$ cat src/rtl/bpc_pkg.sv
`default_nettype none

package bpc_pkg;

  localparam int unsigned CfgIdxW  = 3;
  localparam int unsigned CfgDataW = 16;

  // Configuration register indexes.
  localparam logic [CfgIdxW-1:0] CFG_LONG_HOLD    = 3'd0;
  localparam logic [CfgIdxW-1:0] CFG_HOME_HOLD    = 3'd1;
  localparam logic [CfgIdxW-1:0] CFG_REPEAT_DELAY = 3'd2;
  localparam logic [CfgIdxW-1:0] CFG_REPEAT_PER   = 3'd3;
  localparam logic [CfgIdxW-1:0] CFG_HIGHLIGHT    = 3'd4;
  localparam logic [CfgIdxW-1:0] CFG_REPEAT_EN    = 3'd5;

  localparam logic [15:0] LONG_HOLD_RST    = 16'd600;
  localparam logic [15:0] HOME_HOLD_RST    = 16'd1500;
  localparam logic [15:0] REPEAT_DELAY_RST = 16'd400;
  localparam logic [15:0] REPEAT_PER_RST   = 16'd150;
  localparam logic [15:0] HIGHLIGHT_RST    = 16'd200;

  // Item opcodes.
  localparam logic [1:0] OP_SAMPLE = 2'd0;
  localparam logic [1:0] OP_INJECT = 2'd1;
  localparam logic [1:0] OP_FETCH  = 2'd2;

  // Action codes.
  localparam logic [3:0] ACT_NONE     = 4'd0;
  localparam logic [3:0] ACT_LEFT     = 4'd1;
  localparam logic [3:0] ACT_RIGHT    = 4'd2;
  localparam logic [3:0] ACT_PREV     = 4'd3;
  localparam logic [3:0] ACT_NEXT     = 4'd4;
  localparam logic [3:0] ACT_SEEK_BWD = 4'd5;
  localparam logic [3:0] ACT_SEEK_FWD = 4'd6;
  localparam logic [3:0] ACT_SELECT   = 4'd7;
  localparam logic [3:0] ACT_BACK     = 4'd8;
  localparam logic [3:0] ACT_HOME     = 4'd9;

  // Button numbers.
  localparam logic [1:0] BTN_LEFT   = 2'd0;
  localparam logic [1:0] BTN_MIDDLE = 2'd1;
  localparam logic [1:0] BTN_RIGHT  = 2'd2;
  localparam logic [1:0] BTN_NONE   = 2'd3;

  // Bit positions in the sent flags.
  localparam int unsigned FLAG_LONG = 0;
  localparam int unsigned FLAG_HOME = 1;
  localparam int unsigned FLAG_SIDE = 2;
  localparam int unsigned FLAG_REP  = 3;

  typedef struct packed {
    logic [15:0] long_hold_ms;
    logic [15:0] home_hold_ms;
    logic [15:0] rpt_delay;
    logic [15:0] repeat_period_ms;
    logic [15:0] glow_len;
    logic        repeat_enabled;
  } cfg_t;

  typedef struct packed {
    logic [1:0]  opcode;
    logic [2:0]  pressed_bits;
    logic [31:0] now_ms;
    logic [3:0]  action_code;
  } item_t;

  typedef struct packed {
    logic [3:0]  fetched_action;
    logic [3:0]  pending_action;
    logic [1:0]  highlight_button;
    logic [31:0] highlight_deadline;
  } result_t;

endpackage

`default_nettype wire

$ cat src/rtl/bpc_if.sv
`default_nettype none

interface bpc_in_if;
  logic        valid;
  logic        ready;
  logic [1:0]  opcode;
  logic [2:0]  pressed_bits;
  logic [31:0] now_ms;
  logic [3:0]  action_code;

  modport source (output valid, output opcode, output pressed_bits, output now_ms,
                  output action_code, input ready);
  modport sink (input valid, input opcode, input pressed_bits, input now_ms,
                input action_code, output ready);
endinterface

interface bpc_out_if;
  logic        valid;
  logic        ready;
  logic [3:0]  fetched_action;
  logic [3:0]  pending_action;
  logic [1:0]  highlight_button;
  logic [31:0] highlight_deadline;

  modport source (output valid, output fetched_action, output pending_action,
                  output highlight_button, output highlight_deadline, input ready);
  modport sink (input valid, input fetched_action, input pending_action,
                input highlight_button, input highlight_deadline, output ready);
endinterface

`default_nettype wire

$ cat src/rtl/bpc_cfg.sv
`default_nettype none

module bpc_cfg (
  input  wire logic                     clk_i,
  input  wire logic                     rst_ni,
  input  wire logic                     cfg_we_i,
  input  wire logic [bpc_pkg::CfgIdxW-1:0]  cfg_idx_i,
  input  wire logic [bpc_pkg::CfgDataW-1:0] cfg_wdata_i,
  output bpc_pkg::cfg_t                 cfg_o
);
  import bpc_pkg::*;

  cfg_t cfg_q, cfg_d;

  always_comb begin
    cfg_d = cfg_q;
    if (cfg_we_i) begin
      unique case (cfg_idx_i)
        CFG_LONG_HOLD:    cfg_d.long_hold_ms     = cfg_wdata_i;
        CFG_HOME_HOLD:    cfg_d.home_hold_ms     = cfg_wdata_i;
        CFG_REPEAT_DELAY: cfg_d.rpt_delay        = cfg_wdata_i;
        CFG_REPEAT_PER:   cfg_d.repeat_period_ms = cfg_wdata_i;
        CFG_HIGHLIGHT:    cfg_d.glow_len         = cfg_wdata_i;
        CFG_REPEAT_EN:    cfg_d.repeat_enabled   = cfg_wdata_i[0];
        default: ;
      endcase
    end
  end

  always_ff @(posedge clk_i or negedge rst_ni) begin
    if (!rst_ni) begin
      cfg_q.long_hold_ms     <= LONG_HOLD_RST;
      cfg_q.home_hold_ms     <= HOME_HOLD_RST;
      cfg_q.rpt_delay        <= REPEAT_DELAY_RST;
      cfg_q.repeat_period_ms <= REPEAT_PER_RST;
      cfg_q.glow_len         <= HIGHLIGHT_RST;
      cfg_q.repeat_enabled   <= 1'b0;
    end else begin
      cfg_q <= cfg_d;
    end
  end

  assign cfg_o = cfg_q;

endmodule

`default_nettype wire

$ cat src/rtl/bpc_core.sv
`default_nettype none

module bpc_core (
  input  wire logic           clk_i,
  input  wire logic           rst_ni,
  input  wire bpc_pkg::cfg_t  cfg_i,
  input  wire logic           step_i,
  input  wire bpc_pkg::item_t item_i,
  output bpc_pkg::result_t    result_o
);
  import bpc_pkg::*;

  logic [3:0]  slot_q, slot_d;
  logic [1:0]  held_q, held_d;
  logic [1:0]  lit_btn_q, lit_btn_d;
  logic [31:0] lit_until_q, lit_until_d;
  logic        down_q, down_d;
  logic [3:0]  flags_q, flags_d;
  logic [31:0] press_q, press_d;
  logic [31:0] due_q, due_d;

  logic [1:0]  zone;
  logic [31:0] elapsed;
  logic [31:0] due_gap;
  logic        long_hit, home_hit;
  logic [3:0]  side_tap;
  logic [3:0]  side_long;
  logic        post_en, light_en;
  logic [3:0]  post_act;
  logic [1:0]  light_btn;
  logic [3:0]  fetched;

  always_comb begin
    if (item_i.pressed_bits[0]) begin
      zone = BTN_LEFT;
    end else if (item_i.pressed_bits[1]) begin
      zone = BTN_MIDDLE;
    end else if (item_i.pressed_bits[2]) begin
      zone = BTN_RIGHT;
    end else begin
      zone = BTN_NONE;
    end
  end

  assign elapsed   = item_i.now_ms - press_q;
  assign due_gap   = item_i.now_ms - due_q;
  assign long_hit  = elapsed >= {16'd0, cfg_i.long_hold_ms};
  assign home_hit  = elapsed >= {16'd0, cfg_i.home_hold_ms};
  assign side_tap  = (held_q == BTN_LEFT) ? ACT_LEFT : ACT_RIGHT;
  assign side_long = (held_q == BTN_LEFT) ? ACT_PREV : ACT_NEXT;

  always_comb begin
    held_d    = held_q;
    down_d    = down_q;
    flags_d   = flags_q;
    press_d   = press_q;
    due_d     = due_q;
    post_en   = 1'b0;
    light_en  = 1'b0;
    post_act  = ACT_NONE;
    light_btn = BTN_NONE;
    fetched   = ACT_NONE;

    unique case (item_i.opcode)
      OP_SAMPLE: begin
        if (zone == BTN_NONE) begin
          // Release: classify the press that just ended.
          if (down_q) begin
            if (held_q == BTN_MIDDLE) begin
              post_en   = 1'b1;
              light_btn = BTN_MIDDLE;
              if (flags_q[FLAG_HOME] || home_hit) begin
                post_act = ACT_HOME;
              end else if (flags_q[FLAG_LONG] || long_hit) begin
                post_act = ACT_BACK;
              end else begin
                post_act = ACT_SELECT;
              end
            end else if (!flags_q[FLAG_SIDE] && !flags_q[FLAG_REP]) begin
              post_en   = 1'b1;
              post_act  = side_tap;
              light_btn = held_q;
            end
          end
          down_d  = 1'b0;
          flags_d = '0;
          held_d  = BTN_NONE;
        end else if (!down_q) begin
          down_d    = 1'b1;
          held_d    = zone;
          press_d   = item_i.now_ms;
          due_d     = item_i.now_ms + {16'd0, cfg_i.rpt_delay};
          flags_d   = '0;
          light_en  = 1'b1;
          light_btn = zone;
        end else if (zone == held_q) begin
          if (held_q == BTN_MIDDLE) begin
            if (!flags_q[FLAG_HOME] && home_hit) begin
              flags_d[FLAG_HOME] = 1'b1;
            end else if (!flags_q[FLAG_LONG] && long_hit) begin
              flags_d[FLAG_LONG] = 1'b1;
            end
          end else if (!cfg_i.repeat_enabled && !flags_q[FLAG_SIDE] && long_hit) begin
            flags_d[FLAG_SIDE] = 1'b1;
            post_en   = 1'b1;
            post_act  = side_long;
            light_btn = held_q;
          end else if (cfg_i.repeat_enabled && !flags_q[FLAG_SIDE] && !due_gap[31]) begin
            // Repeat is due once now has reached the due time, modulo 2^32.
            flags_d[FLAG_REP] = 1'b1;
            post_en   = 1'b1;
            post_act  = side_tap;
            light_btn = held_q;
            due_d     = item_i.now_ms + {16'd0, cfg_i.repeat_period_ms};
          end
        end
      end
      OP_INJECT: begin
        post_en  = 1'b1;
        post_act = item_i.action_code;
        case (item_i.action_code) inside
          ACT_LEFT, ACT_PREV, ACT_SEEK_BWD:  light_btn = BTN_LEFT;
          ACT_RIGHT, ACT_NEXT, ACT_SEEK_FWD: light_btn = BTN_RIGHT;
          default:                           light_btn = BTN_MIDDLE;
        endcase
      end
      OP_FETCH: begin
        fetched = slot_q;
      end
      default: ;
    endcase
  end

  always_comb begin
    slot_d      = slot_q;
    lit_btn_d   = lit_btn_q;
    lit_until_d = lit_until_q;
    if (item_i.opcode == OP_FETCH) begin
      slot_d = ACT_NONE;
    end
    if (post_en && slot_q == ACT_NONE) begin
      slot_d = post_act;
    end
    if (post_en || light_en) begin
      lit_btn_d   = light_btn;
      lit_until_d = item_i.now_ms + {16'd0, cfg_i.glow_len};
    end
  end

  always_ff @(posedge clk_i or negedge rst_ni) begin
    if (!rst_ni) begin
      slot_q      <= ACT_NONE;
      held_q      <= BTN_NONE;
      lit_btn_q   <= BTN_NONE;
      lit_until_q <= '0;
      down_q      <= 1'b0;
      flags_q     <= '0;
      press_q     <= '0;
      due_q       <= '0;
    end else if (step_i) begin
      slot_q      <= slot_d;
      held_q      <= held_d;
      lit_btn_q   <= lit_btn_d;
      lit_until_q <= lit_until_d;
      down_q      <= down_d;
      flags_q     <= flags_d;
      press_q     <= press_d;
      due_q       <= due_d;
    end
  end

  assign result_o = '{fetched_action:     fetched,
                      pending_action:     slot_d,
                      highlight_button:   lit_btn_d,
                      highlight_deadline: lit_until_d};

endmodule

`default_nettype wire

$ cat src/rtl/button_press_classifier.sv
`default_nettype none

// Pipeline: an accepted item fills the input register; its result fills the result register
// when the item steps, which waits while a result is untaken. Throughput: one item per cycle
// while results are taken; the state update is a single compare-and-add step.
// Reset: asynchronous, active low; clears the action slot, the press tracking and the
// highlight, and loads the configuration registers with their default values.

module button_press_classifier (
  input  wire logic                         clk_i,
  input  wire logic                         rst_ni,
  input  wire logic                         cfg_we_i,
  input  wire logic [bpc_pkg::CfgIdxW-1:0]  cfg_idx_i,
  input  wire logic [bpc_pkg::CfgDataW-1:0] cfg_wdata_i,
  bpc_in_if.sink                            in_ch,
  bpc_out_if.source                         out_ch
);
  import bpc_pkg::*;

  cfg_t    cfg;
  item_t   in_q;
  logic    in_vld_q;
  result_t res;
  result_t out_q;
  logic    out_vld_q;
  logic    step;

  // The stored item moves on when the result register is empty or being drained.
  assign step         = in_vld_q && (!out_vld_q || out_ch.ready);
  assign in_ch.ready  = !in_vld_q || step;

  bpc_cfg u_cfg (
    .clk_i       (clk_i),
    .rst_ni      (rst_ni),
    .cfg_we_i    (cfg_we_i),
    .cfg_idx_i   (cfg_idx_i),
    .cfg_wdata_i (cfg_wdata_i),
    .cfg_o       (cfg)
  );

  bpc_core u_core (
    .clk_i    (clk_i),
    .rst_ni   (rst_ni),
    .cfg_i    (cfg),
    .step_i   (step),
    .item_i   (in_q),
    .result_o (res)
  );

  always_ff @(posedge clk_i or negedge rst_ni) begin
    if (!rst_ni) begin
      in_vld_q  <= 1'b0;
      out_vld_q <= 1'b0;
    end else begin
      if (in_ch.ready) begin
        in_vld_q <= in_ch.valid;
      end
      if (step) begin
        out_vld_q <= 1'b1;
      end else if (out_ch.ready) begin
        out_vld_q <= 1'b0;
      end
    end
  end

  always_ff @(posedge clk_i) begin
    if (in_ch.valid && in_ch.ready) begin
      in_q.opcode       <= in_ch.opcode;
      in_q.pressed_bits <= in_ch.pressed_bits;
      in_q.now_ms       <= in_ch.now_ms;
      in_q.action_code  <= in_ch.action_code;
    end
    if (step) begin
      out_q <= res;
    end
  end

  assign out_ch.valid              = out_vld_q;
  assign out_ch.fetched_action     = out_q.fetched_action;
  assign out_ch.pending_action     = out_q.pending_action;
  assign out_ch.highlight_button   = out_q.highlight_button;
  assign out_ch.highlight_deadline = out_q.highlight_deadline;

endmodule

`default_nettype wire

$ cat src/flat_wrapper.sv
// flat-port wrapper written by rule: the top's interface ports become plain ports
module button_press_classifier_flat import bpc_pkg::*;
  (clk_i, rst_ni, cfg_we_i, cfg_idx_i, cfg_wdata_i, in_ch_valid, in_ch_opcode, in_ch_pressed_bits, in_ch_now_ms, in_ch_action_code, in_ch_ready, out_ch_valid, out_ch_fetched_action, out_ch_pending_action, out_ch_highlight_button, out_ch_highlight_deadline, out_ch_ready);
  bpc_in_if in_ch_i ();
  bpc_out_if out_ch_i ();
  input  wire logic clk_i;
  input  wire logic rst_ni;
  input  wire logic cfg_we_i;
  input  wire logic [bpc_pkg::CfgIdxW-1:0] cfg_idx_i;
  input  wire logic [bpc_pkg::CfgDataW-1:0] cfg_wdata_i;
  input wire logic [$bits(in_ch_i.valid)-1:0] in_ch_valid;
  input wire logic [$bits(in_ch_i.opcode)-1:0] in_ch_opcode;
  input wire logic [$bits(in_ch_i.pressed_bits)-1:0] in_ch_pressed_bits;
  input wire logic [$bits(in_ch_i.now_ms)-1:0] in_ch_now_ms;
  input wire logic [$bits(in_ch_i.action_code)-1:0] in_ch_action_code;
  output wire logic [$bits(in_ch_i.ready)-1:0] in_ch_ready;
  output wire logic [$bits(out_ch_i.valid)-1:0] out_ch_valid;
  output wire logic [$bits(out_ch_i.fetched_action)-1:0] out_ch_fetched_action;
  output wire logic [$bits(out_ch_i.pending_action)-1:0] out_ch_pending_action;
  output wire logic [$bits(out_ch_i.highlight_button)-1:0] out_ch_highlight_button;
  output wire logic [$bits(out_ch_i.highlight_deadline)-1:0] out_ch_highlight_deadline;
  input wire logic [$bits(out_ch_i.ready)-1:0] out_ch_ready;
  assign in_ch_i.valid = in_ch_valid;
  assign in_ch_i.opcode = in_ch_opcode;
  assign in_ch_i.pressed_bits = in_ch_pressed_bits;
  assign in_ch_i.now_ms = in_ch_now_ms;
  assign in_ch_i.action_code = in_ch_action_code;
  assign in_ch_ready = in_ch_i.ready;
  assign out_ch_valid = out_ch_i.valid;
  assign out_ch_fetched_action = out_ch_i.fetched_action;
  assign out_ch_pending_action = out_ch_i.pending_action;
  assign out_ch_highlight_button = out_ch_i.highlight_button;
  assign out_ch_highlight_deadline = out_ch_i.highlight_deadline;
  assign out_ch_i.ready = out_ch_ready;
  button_press_classifier u_core (.clk_i(clk_i), .rst_ni(rst_ni), .cfg_we_i(cfg_we_i), .cfg_idx_i(cfg_idx_i), .cfg_wdata_i(cfg_wdata_i), .in_ch(in_ch_i), .out_ch(out_ch_i));
endmodule
$ cat config.mk
export PLATFORM = sky130hd
export DESIGN_NAME = button_press_classifier_flat
export DESIGN_NICKNAME = d
export VERILOG_FILES = /design/src/rtl/bpc_pkg.sv /design/src/rtl/bpc_if.sv /design/src/rtl/bpc_cfg.sv /design/src/rtl/bpc_core.sv /design/src/rtl/button_press_classifier.sv /design/src/flat_wrapper.sv
export SDC_FILE = /design/constraint.sdc
export NUM_CORES = 1
export LEC_CHECK = 0
export ABC_AREA = 1
export BUFFER_PORTS_ARGS = -buffer_cell sky130_fd_sc_hd__buf_2
export CAP_MARGIN = 20
export CORE_MARGIN = 4
export CORE_UTILIZATION = 56
export CTS_BUF_LIST = sky130_fd_sc_hd__clkbuf_8
export DETAILED_ROUTE_END_ITERATION = 6
export HOLD_SLACK_MARGIN = 0.02
export PLACE_DENSITY = 0.74
export SLEW_MARGIN = 20
export SYNTH_ARGS = -nofsm -noshare
export SYNTH_HDL_FRONTEND = slang
export SYNTH_HIERARCHICAL = 1
export SYNTH_SLANG_ARGS = --single-unit
$ cat constraint.sdc
create_clock -name clk_i -period 6.85 [get_ports clk_i]
set_input_delay 0.685 -clock clk_i [delete_from_list [all_inputs] [get_ports clk_i]]
set_output_delay 0.685 -clock clk_i [all_outputs]
set_load 0.01 [all_outputs]
==> results.py, run 1 <==
metrics = {
    "setup_path": {
        "endpoint_kind": "flop",
        "reg2reg_depth": 23,
        "r2r-start": "u_core/in_q[7]",
        "r2r_end": "u_core/out_ch.highlight_deadline[3]",
        "path_class": "reg -> reg",
        "cp_max_fo": 63,
        "cp.arrival_ps": 5480,
        "reg2reg_setup_slack_ps": 1680,
        "crit_start": "u_core/in_q[7]",
        "critPathCapture": "u_core/out_ch.highlight_deadline[3]",
        "startpoint_type": "flop",
        "required_ps": 7150,
    },
    "cells_and_area": {
        "fill_cells": 2781,
        "final_cell_mix": "815 x nand2_1, 370 x inv_1, 167 x dfrtp_1",
        "seq_area_mm2": 0.00733,
        "drive_gt1_frac": 0.121,
        "multi_input_area_mm2": 0.00847,
        "syn_to_final_growth_pct": 10.6,
        "layout_commonest_cell": "nand2_1",
        "antennaDiodeCount": 0,
        "fin_nets": 2606,
    },
    "synthesis": {
        "synth-seq-cells": 275,
        "synth_ff_type": "dfrtp_1",
        "yosysWarningCount": 6,
        "synth_area_leaders": "dfrtp_1 24%, nand2_1 18%, edfxtp_1 14%, ha_1 9.0%, inv_1 7.5%",
        "syn_inst": 2298,
        "yosysSeqAreaShare": 0.420,
        "yosysTopAreaCellShare": 0.240,
        "synth_async_sr_flop_share": 0.698,
        "netlist_area_mm2": 0.0174,
        "yosysTopAreaCell": "dfrtp_1",
        "syn_nets": 2491,
        "synth.distinct_cells": 52,
        "synth_enable_flop_cells": 83,
        "avgSynthCellArea_um2": 7.59,
    },
    "global_route": {
        "grt_pass1_vias": 14600,
        "antenna_found_initial": 0,
        "track_usage": 0.279,
        "grt_pass1_wl_um": 75500,
        "grt_max_degree": 83,
        "grt_overflow": 0,
    },
    "pwr": {
        "total_power_mw": 7.14,
        "leakage_nw": 10.3,
        "powerDensity_mw_per_mm2": 371,
        "max-vdd-ir-drop_uv": 205,
    },
    "sta": {
        "timing.fmax_ghz": 0.193,
        "final_max_slew_viol_count": 0,
        "post-route-min-period_ps": 5170,
        "setup-violations-final": 0,
        "tns_ps": 0,
        "max_slew.worst_pin.slew_ps": 1080,
        "post-route-period-util": 0.755,
        "hold_violations": 0,
        "rsz0062_at_grt": "no",
        "final.setup_skew_ps": 21.9,
        "max_slew_margin": 0.279,
    },
    "floorplan": {
        "coreArea_mm2": 0.0307,
        "initial_utilization": 0.568,
        "dieArea_mm2": 0.0340,
        "pin_count": 109,
        "die_h_um": 184,
        "dieWidth_um": 184,
        "row_count": 64,
    },
    "clocking": {
        "cts_buffer_depth": 3,
        "cts_tree": "yes",
        "htree_num_levels": 2,
        "clock-sinks": 275,
        "clk_pin_slew_ps": 60,
        "clockRootBuffer": "clkbuf_8",
        "ctsHoldBuffers": 0,
        "post_cts.repair.setup_buffers": 0,
        "clock_latency_ps": 590,
        "cts_buffers": 48,
        "cts.repair.resized": 0,
    },
    "drt": {
        "drtPass1Iterations": 7,
        "drt_iter0_drc": 1241,
        "dr_total_vias": 15200,
        "wl_per_cell_um": 16.6,
        "routed_via_density": 5.34,
        "routed_wl_um": 47400,
        "drc": 0,
        "postRouteAntennaNets": 0,
    },
    "placement": {
        "gp_congestion": 0.962,
        "hpwl_um": 35000,
        "port_buffers": 108,
    },
    "min_path": {
        "min_path_type": "in -> async",
    },
    "run": {
        "cap_viol_max_count": 0,
    },
    "status": {
        "status": "complete, no violations",
    },
}
-- power by group --
group          leakage [nW]  switching (mW)  internal [mW]
Clock                 0.592           0.696          0.818
Combinational          6.56            2.08           1.14
Sequential             3.13           0.232           2.17
-- metrics by stage --
step	instances	instance area, µm²	utilization	setup slack (ps)	hold slack [ps]
6_report	2849	19300	0.628	1680	86.9
5_1_grt	2849	19300	0.628	1250	104
4_1_cts	2848	19300	0.628	1730	73.1
3_5_place_dp	2758	18300	0.596	1760	453
3_3_place_gp	2758	18300	0.596	1860	452
2_1_floorplan	2298	17400	-	2030	389
-- logic make-up (layout without fill, tap and decap cells) --
family          Yosys count  after routing  synth area share
xor+xnor                 68             68            0.0342
fa+ha+maj               128            128            0.0932
compound gates          240            240            0.0806
mux                       4              4           0.00251
flops                   275            275             0.420
buf+inv                 418            573            0.0944
simple gates           1165           1165             0.275
-- cells in the mapped netlist, types with 4 or more instances --
| library cell | number |
|---|---|
| nand2_2 | 13 |
| nor2_2 | 8 |
| and2_1 | 5 |
| dfstp_2 | 25 |
| edfxtp_1 | 83 |
| nor3_1 | 18 |
| buf_4 | 7 |
| o21bai_1 | 4 |
| xnor2_1 | 12 |
| nand3_1 | 127 |
| o21ai_2 | 30 |
| nor2_4 | 4 |
| nand4_1 | 22 |
| nand3_2 | 5 |
| ha_1 | 125 |
| dfrtp_1 | 167 |
| a21boi_0 | 6 |
| inv_2 | 17 |
| a21oi_1 | 95 |
| inv_1 | 348 |
| nor2_1 | 133 |
| o21ai_0 | 66 |
| xor2_1 | 56 |
| a211oi_1 | 5 |
| nand2_1 | 817 |
| clkbuf_1 | 21 |
| buf_2 | 17 |
| o21ai_1 | 10 |
| o22ai_1 | 7 |
-- sequential cells by signal, indices dropped and copies added (netlist names), 4 cells and up --
signal / cells
u_core/u_core/due_q: 32
u_core/u_core/flags_q: 4
u_core/out_ch.highlight_deadline: 32
u_core/u_core/slot_q: 4
u_core/u_core/lit_until_q: 32
u_core/u_core/press_q: 32
u_core/out_ch.pending_action: 4
u_core/u_cfg/cfg_o: 81
u_core/out_ch.fetched_action: 4
u_core/in_q: 41
-- routing by layer --
layer	track usage	vias to the layer above	wire, µm
met4	0.0964	0	1660
met3	0.0399	96	3040
li1	-	7498	-
met1	0.377	7097	20300
met5	0	-	0
met2	0.463	528	22400
-- area by class of cell --
cell class	instances	area share
multi-input cells	1605	0.440
flip-flops and latches	275	0.380
inverters	368	0.0717
clock buffers	59	0.0421
repair buffers	115	0.0319
well taps	396	0.0257
clock inverters	31	0.00864
-- critical path, cell delays in order, from the launching register on --
cell and delay (ps):
edfxtp_1 550, ha_1 460, nand2_1 120, inv_2 70, nand2_1 70, nor2_1 170
nand2_1 70, nand3_1 170, xor2_1 320, ha_1 310, inv_1 80, nor3_1 50
a211oi_1 170, nand2_1 100, a21oi_1 420, nand3_2 200, nand2_2 160, nand2_2 70
nand2_1 80, nand2_2 60, nand2_4 100, nand3_4 630, nand2_1 310, o21ai_2 90
-- worst min path at each step --
stage / start / end / slack (ps) / cells after the start
2_1_floorplan: rst_ni / u_core/in_vld_q / 390 / 0
3_3_place_gp: u_core/u_cfg/cfg_o[37] / u_core/u_cfg/cfg_o[37] / 450 / 2
3_5_place_dp: u_core/u_cfg/cfg_o[59] / u_core/u_cfg/cfg_o[59] / 450 / 2
4_1_cts: rst_ni / u_core/u_core/press_q[13] / 70 / 1
5_1_grt: rst_ni / u_core/u_core/press_q[13] / 100 / 1
6_report: rst_ni / u_core/u_core/press_q[21] / 90 / 1
No activity file was read; power rests on OpenSTA's default activity.
==> inputs of run 2 (changes only) <==
--- a/config.mk
+++ b/config.mk
@@ -13,7 +13,7 @@
 export CTS_BUF_LIST = sky130_fd_sc_hd__clkbuf_8
 export DETAILED_ROUTE_END_ITERATION = 6
 export HOLD_SLACK_MARGIN = 0.02
-export PLACE_DENSITY = 0.74
+export PLACE_DENSITY = 0.77
 export SLEW_MARGIN = 20
 export SYNTH_ARGS = -nofsm -noshare
 export SYNTH_HDL_FRONTEND = slang
==> constraint.sdc (replaced) <==
create_clock -name clk_i -period 4.5 [get_ports clk_i]
set_input_delay 0.45 -clock clk_i [delete_from_list [all_inputs] [get_ports clk_i]]
set_output_delay 0.45 -clock clk_i [all_outputs]
set_load 0.01 [all_outputs]
==> run 2 against run 1 <==
Compared with the run above: utilization increased by 2.2 points; cell area is 3.5% higher; clock skew rose by 2.3 ps; cell count rose by 2.5%; critical path depth fell by 4; die area unchanged; highest routed layer unchanged.
==> results.py, run 2 (same netlist as run 1, synthesis figures left out) <==
metrics = {
    "setup_path": {
        "cp.arrival_ps": 4520,
        "required_ps": 4840,
        "crit_start": "u_core/in_q[4]",
        "cp_max_fo": 4,
        "path_class": "reg -> reg",
        "reg2reg_depth": 19,
        "endpoint_kind": "flop",
        "startpoint_type": "flop",
        "r2r_end": "u_core/out_ch.pending_action[3]",
        "r2r-start": "u_core/in_q[4]",
        "reg2reg_setup_slack_ps": 320,
    },
    "pwr": {
        "pwr-share-seq": 0.330,
        "sw_frac_of_total": 0.420,
        "power_switching_mw": 4.64,
        "leakage_nw": 10.6,
        "powerDensity_mw_per_mm2": 554,
        "max-vdd-ir-drop_uv": 367,
        "clkPwrFrac": 0.210,
        "p_comb_frac": 0.460,
        "power.internal_mw": 6.41,
    },
    "floorplan": {
        "row_count": 64,
        "pin_count": 109,
        "initial_utilization": 0.568,
        "dieArea_mm2": 0.0340,
        "coreArea_mm2": 0.0307,
        "dieWidth_um": 184,
        "die_h_um": 184,
    },
    "sta": {
        "final.setup_skew_ps": 24.2,
        "post-route-min-period_ps": 4180,
        "post-route-period-util": 0.929,
        "final_max_slew_viol_count": 0,
        "max_slew_margin": 0.371,
        "timing.fmax_ghz": 0.239,
        "setup_ws_ps": 319,
        "setup-violations-final": 0,
        "max_slew.worst_pin.slew_ps": 943,
        "hold_slack_ps": 72.3,
        "hold_violations": 0,
    },
    "placement": {
        "hpwl_um": 36200,
        "gp_congestion": 0.967,
        "dpl_worst_slack_ps": 96.9,
        "placed_area_mm2": 0.0185,
        "port_buffers": 108,
    },
    "drt": {
        "wl_per_cell_um": 16.8,
        "postRouteAntennaNets": 0,
        "drc": 0,
        "routed_via_density": 5.31,
        "drtPass1Iterations": 6,
        "dr_total_vias": 15500,
        "routed_wl_um": 49000,
        "drt_iter0_drc": 1284,
    },
    "min_path": {
        "worstHoldStart": "in_ch_now_ms[0]",
        "min_path_type": "in -> reg",
        "holdPathStages": 1,
        "holdPathEnd": "u_core/in_q[4]",
    },
    "clocking": {
        "cts_buffers": 48,
        "cts_buffer_depth": 3,
        "clock_latency_ps": 610,
        "clock-sinks": 275,
        "clockRootBuffer": "clkbuf_8",
        "htree_num_levels": 2,
        "cts_tree": "yes",
        "clk_pin_slew_ps": 60,
    },
    "global_route": {
        "grt_overflow": 0,
        "grt_pass1_wl_um": 78900,
        "track_usage": 0.290,
        "grt_max_degree": 107,
        "antenna_found_initial": 0,
        "grt_pass1_vias": 15600,
    },
    "cells_and_area": {
        "final_cell_mix": "815 x nand2_1, 374 x inv_1, 167 x dfrtp_1",
        "fin_nets": 2678,
        "final_area_mm2": 0.0199,
        "largest_reg_flops": 81,
        "syn_to_final_growth_pct": 14.4,
        "layout_commonest_cell": "nand2_1",
        "antennaDiodeCount": 0,
        "fin_util": 0.650,
        "drive_gt1_frac": 0.130,
    },
    "run": {
        "cap_viol_max_count": 0,
    },
    "status": {
        "status": "complete, no violations",
    },
}
run 2: worst max path at each step:
stage / to / slack, ps
4_1_cts: u_core/out_ch.highlight_deadline[1] / 50
3_3_place_gp: u_core/out_ch.highlight_deadline[8] / 200
2_1_floorplan: u_core/u_core/due_q[31] / 820
5_1_grt: u_core/u_core/slot_q[3] / -5
6_report: u_core/out_ch.pending_action[3] / 320
3_5_place_dp: u_core/out_ch.highlight_deadline[1] / 100
run 2: metrics by stage:
stage                     TNS (ps)  power [mW]  cells
final                            0        11.0   2919
after global routing         -5.48        12.0   2919
after CTS                        0        11.0   2913
after detailed placement         0        8.59   2785
after global placement           0        8.39   2785
after floorplan                  0        7.17   2298
run 2: power groups by stage:
stage	combinational [mW]	clock, mW	sequential (mW)
6_report	5.08	2.32	3.65
5_1_grt	5.80	2.49	3.71
4_1_cts	4.98	2.38	3.65
2_1_floorplan	3.55	0	3.62
3_3_place_gp	4.73	0	3.66
3_5_place_dp	4.91	0	3.68
run 2: repair_timing:
item	in CTS	in global routing
hold buffers	40	0
buffers inserted	0	5
gates resized for setup	0	6
setup endpoints to repair	0	72
endpoints found under the hold margin	98	0
run 2: per-layer routing:
layer	routed length [µm]	vias to the layer above	global-route usage	part of all wire
met5	0	-	0	0
met4	1810	0	0.112	0.037
met3	3030	114	0.0420	0.062
met2	23000	548	0.483	0.47
li1	-	7624	-	-
met1	21100	7213	0.387	0.43
run 2: worst max-delay path: stages (launching register included):
cell and delay [ps]:
edfxtp_1 390, inv_1 90, ha_1 250, fa_1 440, inv_1 120, nand2_1 60, nand3_1 120, xor2_1 320
ha_1 300, nand2_1 100, nor2_1 70, nor2_1 120, nand3_1 130, nand2_1 90, a21oi_1 70, nor2_2 250
nand4_1 250, or2_2 370, a22oi_1 220, o22ai_1 130
run 2: layout make-up:
| class | count | area (µm²) |
|---|---|---|
| repair buffers | 187 | 1270 |
| well taps | 396 | 495 |
| inverters | 368 | 1380 |
| clock inverters | 30 | 166 |
| flip-flops and latches | 275 | 7330 |
| fillers | 2666 | 10700 |
| multi-input cells | 1605 | 8500 |
| clock buffers | 58 | 798 |
